### config.mk
export PLATFORM = sky130hd
export DESIGN_NAME = cfrj_isqrt
export DESIGN_NICKNAME = d
export VERILOG_FILES = /design/src/hw/rtl/cfrj_pkg.sv /design/src/hw/rtl/cfrj_isqrt.sv
export SDC_FILE = /design/constraint.sdc
export NUM_CORES = 2
export LEC_CHECK = 0
export BUFFER_PORTS_ARGS = -buffer_cell sky130_fd_sc_hd__buf_4
export CAP_MARGIN = 10
export CELL_PAD_IN_SITES_DETAIL_PLACEMENT = 0
export CELL_PAD_IN_SITES_GLOBAL_PLACEMENT = 1
export CORE_MARGIN = 2
export CORE_UTILIZATION = 45
export CTS_CLUSTER_SIZE = 30
export DETAILED_ROUTE_END_ITERATION = 12
export PLACE_DENSITY_LB_ADDON = 0.08
export SKIP_LAST_GASP = 1
export SYNTH_ARGS = -nofsm -noshare
export SYNTH_HDL_FRONTEND = slang
export SYNTH_SLANG_ARGS = --single-unit
### constraint.sdc
create_clock -name i_clk -period 10 [get_ports i_clk]
set_input_delay 0.5 -clock i_clk [delete_from_list [all_inputs] [get_ports i_clk]]
set_output_delay 0.5 -clock i_clk [all_outputs]
set_load 0.005 [all_outputs]
### src/hw/rtl/cfrj_pkg.sv
// Package: shared constants and types for the cylinder fit residual/Jacobian block.
package cfrj_pkg;
    localparam int FRAC_BITS = 16;
    localparam logic signed [31:0] ONE_FX = 32'sd1 <<< FRAC_BITS;
    localparam logic signed [63:0] HALF_LSB = 64'sd1 <<< (FRAC_BITS - 1);
    localparam logic [2:0] REG_PX = 3'd0;
    localparam logic [2:0] REG_PY = 3'd1;
    localparam logic [2:0] REG_PZ = 3'd2;
    localparam logic [2:0] REG_DA = 3'd3;
    localparam logic [2:0] REG_DB = 3'd4;
    localparam logic [2:0] REG_DC = 3'd5;
    localparam logic [2:0] REG_RAD = 3'd6;
    localparam logic [2:0] REG_LIM = 3'd7;

    typedef struct packed {
        logic signed [31:0] point_x;
        logic signed [31:0] point_y;
        logic signed [31:0] point_z;
        logic               last_point;
    } t_in;

    typedef struct packed {
        logic signed [31:0] residual;
        logic signed [31:0] d_axis_x;
        logic signed [31:0] d_axis_y;
        logic signed [31:0] d_axis_z;
        logic signed [31:0] d_dir_a;
        logic signed [31:0] d_dir_b;
        logic signed [31:0] d_dir_c;
        logic               last_result;
    } t_out;

    function automatic logic signed [31:0] sat32(input logic signed [127:0] v);
        if (v > 128'sd2147483647) return 32'sh7fffffff;
        if (v < -128'sd2147483648) return 32'sh80000000;
        return v[31:0];
    endfunction
endpackage

### src/hw/rtl/cfrj_isqrt.sv
// Pipelined integer square root, two result bits per stage, floor result.
module cfrj_isqrt import cfrj_pkg::*; (
    input  logic         i_clk,
    input  logic         i_en,
    input  logic [63:0]  i_v,
    output logic [31:0]  o_root
);
    localparam int STG = 16;
    logic [63:0] r_rem [STG];
    logic [31:0] r_res [STG];
    always_ff @(posedge i_clk) begin
        if (i_en) begin
            for (int s = 0; s < STG; s++) begin
                logic [63:0] rem;
                logic [31:0] res;
                logic [65:0] trial;
                rem = (s == 0) ? i_v : r_rem[s-1];
                res = (s == 0) ? 32'd0 : r_res[s-1];
                for (int k = 0; k < 2; k++) begin
                    trial = {res, 2'b01} << (62 - 2 * (2 * s + k));
                    if ({2'd0, rem} >= trial) begin
                        rem = rem - trial[63:0];
                        res = {res[30:0], 1'b1};
                    end else begin
                        res = {res[30:0], 1'b0};
                    end
                end
                r_rem[s] <= rem;
                r_res[s] <= res;
            end
        end
    end
    assign o_root = r_res[STG-1];
endmodule

* Word-level counts from Yosys, hierarchy flattened *
Memories as Yosys holds them, arrays and structs flattened.
Cells that the tools add are included.

storage, ports and cells
  flip-flop bits (word level) = 0
  memory bits (writable) = 1,536
  input port bits = 66
  output and inout bits = 32
  logic and storage cells = 196
  memories = 2

memories
  name   depth  bits a word  rd ports  clocked after memory_dff  write ports  line              source
  r_rem  16     64           15        0                         16           cfrj_isqrt.sv:9   logic [63:0] r_rem [STG];
  r_res  16     32           16        0                         16           cfrj_isqrt.sv:10  logic [31:0] r_res [STG];

cells by class
  add/sub/neg operators = 32
  magnitude comparators = 32
  multiplexer cells = 130

operators by type and width
  cell                  number
  $mux 64               64
  $sub 64x64->64        16
  $ge 64x66->1          15
  $mux 32               25
  $mux 31               7
  $ge 64x34->1          1
  $ge 64x36->1          1
  $ge 64x38->1          1
  $ge 64x40->1          1
  $ge 64x42->1          1
  $ge 64x44->1          1
  $ge 64x46->1          1
  $ge 64x48->1          1
  $ge 64x50->1          1
  $ge 64x52->1          1
  $ge 64x54->1          1
  $ge 64x56->1          1
  $ge 64x58->1          1
  $ge 64x60->1          1
  $ge 64x62->1          1
  $ge 64x63->1 const B  1
  $ge 64x64->1          1
  $sub 64x34->64        1
  $sub 64x36->64        1
  other kinds (15)      48

* Longest topological paths before layout *
An unclocked memory read counts as a cell.

  depth after elaboration = 7
  depth in mapped cells = 30
  mapped depth without buffers = 28

* Worst setup path after synthesis *
No wires, ideal clock.

  kind = reg-to-reg
  start point = mem r_res[12][25], in the netlist r_res[1][153]
  end point = mem r_rem[13][25], in the netlist r_rem[1][345], data pin
  library setup time = 260 ps
  arrival time = 6,156 ps
  data required time = 9,740 ps
  setup slack = 3,584 ps
  cell stages (with the launch flop) = 29
  path buffers = 6
  clock period less this slack = 6,416 ps
  path through = edfxtp_1 -> inv_1 -> ha_1 -> clkbuf_1 -> and2_1 -> or4_1 -> nor4_1 -> nand2_1 -> a21o_1 -> buf_2 -> inv_2 -> buf_2 -> buf_1 -> nand2_1 -> nand2_1 -> ha_1 -> a21o_1 -> a21o_1 -> a21oi_1 -> a21oi_1 -> o21ai_0 -> a21oi_1 -> a221oi_1 -> o311ai_1 -> or4_1 -> clkbuf_1 -> nor2_2 -> buf_2 -> mux2_2

RTL lines
  element          line
  start, declared  cfrj_isqrt.sv:10
  end, declared    cfrj_isqrt.sv:9

==> qor.csv <==
stage;metric;value;unit
timing;max frequency;121.9;MHz
power_and_ir_drop;PD cells;264.8;mW/mm^2
timing;Worst Max-Slew Pin Slew;1321;ps
detailed_routing;Final ANT Viol Nets;0;
power_and_ir_drop;peak supply drop;159.2;uV
floorplanning;# IOs;98;
yosys;asr flop ratio synth;0;
setup_path;startpoint types;flip-flop;
detailed_routing;initial drt markers;5692;
timing;min cycle time layout;8204;ps
setup_path;CP Data Arrival Time;8710;ps
cells_and_area;share of cells above drive strength 1;0.06247;
global_routing;first-pass GRT wire length;382.8;mm
yosys;Avg Cell Area, Syn;9.744;um^2
cts;clk slew on worst S/H paths;60;ps
yosys;top-area cell type share of the netlist area;0.4402;
worst_hold_path;hold path depth;3;
setup_path;reg-to-reg slack, setup;1800;ps
yosys;Post-synth top flop;edfxtp_1;
cts;CTS Buf Count;143;
cts;Root Buffer;clkbuf_16;
setup_path;Setup crit end kind;flip-flop;
yosys;syn_nets;9264;
placed_design;placed cell area;0.08716;mm^2
cts;count of cells resized by post-cts repair;0;
floorplanning;Die H;436.2;um
yosys;cell taking the most area after synthesis;edfxtp_1;
timing;Setup Skew;72.71;ps
setup_path;worst path cell trace;inv_1 > ha_1 > and2_1 > or4_1 > nor4_1 > nand2_1 > a21o_1 > inv_2 > nand2_1 > nand2_1 > ha_1 > a21o_1 > a21o_1 > a21oi_1 > a21oi_1 > o21ai_0 > a21oi_1 > a221oi_1 > o311ai_1 > or4_1 > o21ai_1 > a2111oi_0 > xnor2_1;
setup_path;Setup Crit Path Kind;flip-flop to flip-flop;
worst_hold_path;worst hold endpoint;r_rem[0][61];
placed_design;Final GP Congestion;0.9505;
yosys;EDFF count, synth;1232;
yosys;sequential cell area fraction in the yosys report;0.4402;
run;Max Cap Viol;0;
detailed_routing;Vias;66420;
detailed_routing;DR DRC count;0;
yosys;Synth Warn #;0;
floorplanning;core area;0.1854;mm^2
cts;CTS Buffer Depth;3;
worst_hold_path;hold path start;i_v[61];
setup_path;Critical Path RT;10510;ps
timing;RSZ-0062 raised after global routing;no;
detailed_routing;drt pass-1 iters;6;
detailed_routing;wire length per cell;22.26;um
detailed_routing;final wirelength;251.6;mm
yosys;gate count of the mapped netlist;8625;
cells_and_area;final std cell area, no fill;0.09248;mm^2
timing;crit share post-route;0.8204;
detailed_routing;Via density;5.876;
timing;Slew headroom;0.1112;
setup_path;max incr delay on CP;1130;ps
yosys;synth top area cells;edfxtp_1 44%, ha_1 8.5%, xnor2_1 5.3%;
yosys;Yosys cell types;102;
setup_path;worst r2r src;r_res[1][153];
cells_and_area;net count reported at finish;9345;
worst_hold_path;Hold Crit Class;primary input to flip-flop;
cells_and_area;most frequent cells in the layout;1232 x edfxtp_1, 756 x nor2_1, 731 x nand2_1;
timing;Hold Vio Cnt, Final;0;
cts;H-tree levels;4;
floorplanning;Die Area;0.1902;mm^2
setup_path;worst path buffer plus inverter count;2;
setup_path;CP delay by family, top;compound AO/OA/AOI/OAI gates;
setup_path;reg2reg path depth;23;
setup_path;Critical R2R Capture;r_rem[1][363];
cts;CTS tree;yes;
floorplanning;row cnt;158;
global_routing;initial antenna violation count;6;
global_routing;vias in the first global route;63570;
cts;Worst-Skew Late Latency;830;ps
setup_path;worst-path maximum fanout;30;
cells_and_area;filler instances;17350;
cells_and_area;most common cell after layout, fill and taps aside;edfxtp_1;
global_routing;total track usage;0.2570;
cts;postcts setup bufs;0;
global_routing;total gr overflow;0;
floorplanning;Starting Density;0.4532;
placed_design;hpwl dp;198.7;mm
timing;final setup vio count;0;
cts;Sink Count;1232;
yosys;Synth Cell Area;0.08404;mm^2
yosys;#FFs+latches synth;1232;
timing;fin. max-slew vios;0;
timing;Setup TNS;0;ps
floorplanning;DIE WIDTH;436.2;um
placed_design;port bufs;97;
power_and_ir_drop;Leakage Power;35.16;nW
setup_path;Slowest-stage cell, CP;nor4_1;
cts;Post-CTS Hold Fix Bufs;60;
run_status;status;finished, final reports clean;
cells_and_area;Area Growth Syn to Fin;10.03;%
global_routing;largest net degree at the start of global routing;172;
## worst max path at each step
stage / cells after the start / end / startpoint
floorplan: 28 / r_rem[1][345] / r_res[1][153]
global placement: 23 / r_rem[1][331] / r_res[1][153]
detailed placement: 23 / r_rem[1][333] / r_res[1][153]
CTS: 23 / r_rem[1][336] / r_res[1][153]
global route: 23 / r_rem[1][363] / r_res[1][153]
finish: 23 / r_rem[1][363] / r_res[1][153]
## registers in the layout, indices dropped and copies added, names as in the netlist
signal and cells:
r_res 272, r_rem 960
## layout make-up
class                      count  area (um^2)  share of cell area
sequential                  1232        37000              0.4000
antenna                        4        10.01           0.0001082
timing repair buffer         212         1804             0.01951
inverter                     495         1858             0.02009
tap                         2480         3103             0.03355
clock buffer                 168         3672             0.03971
clock inverter                91         1033             0.01118
multi-input combinational   6622        44000              0.4758
## synthesized netlist by cell type (all sizes together), types with 43 or more instances
| cell | number |
|---|---|
| edfxtp | 1232 |
| nor2 | 757 |
| nand2 | 731 |
| a21oi | 701 |
| ha | 573 |
| xnor2 | 511 |
| inv | 491 |
| o21ai | 450 |
| xor2 | 311 |
| a21o | 228 |
| nor3 | 223 |
| nor4 | 223 |
| clkbuf | 195 |
| nand3 | 192 |
| nand4 | 185 |
| or3 | 105 |
| or4 | 89 |
| nand2b | 82 |
| buf | 81 |
| o21a | 79 |
| nor2b | 76 |
| and3 | 72 |
| a31oi | 70 |
| o21bai | 65 |
| o31ai | 65 |
| mux2 | 64 |
| and2 | 60 |
| a211oi | 58 |
| or2 | 58 |
| o211ai | 43 |
## worst min-delay path, stage by stage
cell     delay, ps
buf_4           90
nor2_1          30
a21oi_1        140
## routing by layer
layer  track usage  part of all wire  up-vias
met5             0           0.00011        -
met4       0.06887             0.025        4
met3       0.03415             0.053      309
met2        0.4218              0.47     1792
met1        0.3563              0.45    32000
li1              -                 -    32320
## through the flow
| stage | total power, mW | setup slack (ps) | cells | util | hold slack (ps) |
|---|---|---|---|---|---|
| after floorplan | 16.06 | 3584 | 8625 | - | 416.9 |
| after global placement | 19.22 | 2376 | 10980 | 0.4700 | 429.5 |
| after detailed placement | 19.20 | 2099 | 10980 | 0.4700 | 432.5 |
| after CTS | 24.54 | 2069 | 11300 | 0.4987 | 23.67 |
| after global routing | 26.16 | 1338 | 11300 | 0.4987 | 73.82 |
| final | 24.49 | 1796 | 11300 | 0.4987 | 81.27 |
## power by group
| part | total [mW] | switching [mW] | internal [mW] | leakage [nW] |
|---|---|---|---|---|
| Combinational | 11.4 | 6.90 | 4.52 | 21.1 |
| Clock | 5.21 | 2.30 | 2.90 | 2.25 |
| Sequential | 7.86 | 0.841 | 7.02 | 11.8 |
| Total | 24.5 | 10.1 | 14.4 | 35.2 |
## cells by family (layout without fill, tap and decap cells)
kind of cell    after synthesis  after routing  synth area share
compound gates             2099           2099            0.1576
xor+xnor                    822            822           0.08566
fa+ha+maj                   573            573           0.08530
buf+inv                     771            966           0.03655
flops                      1232           1232            0.4402
mux                          95             95           0.01236
other cells                   0              4                 0
simple gates               3033           3033            0.1823
Note: power is estimated with default switching activity, not from simulation.
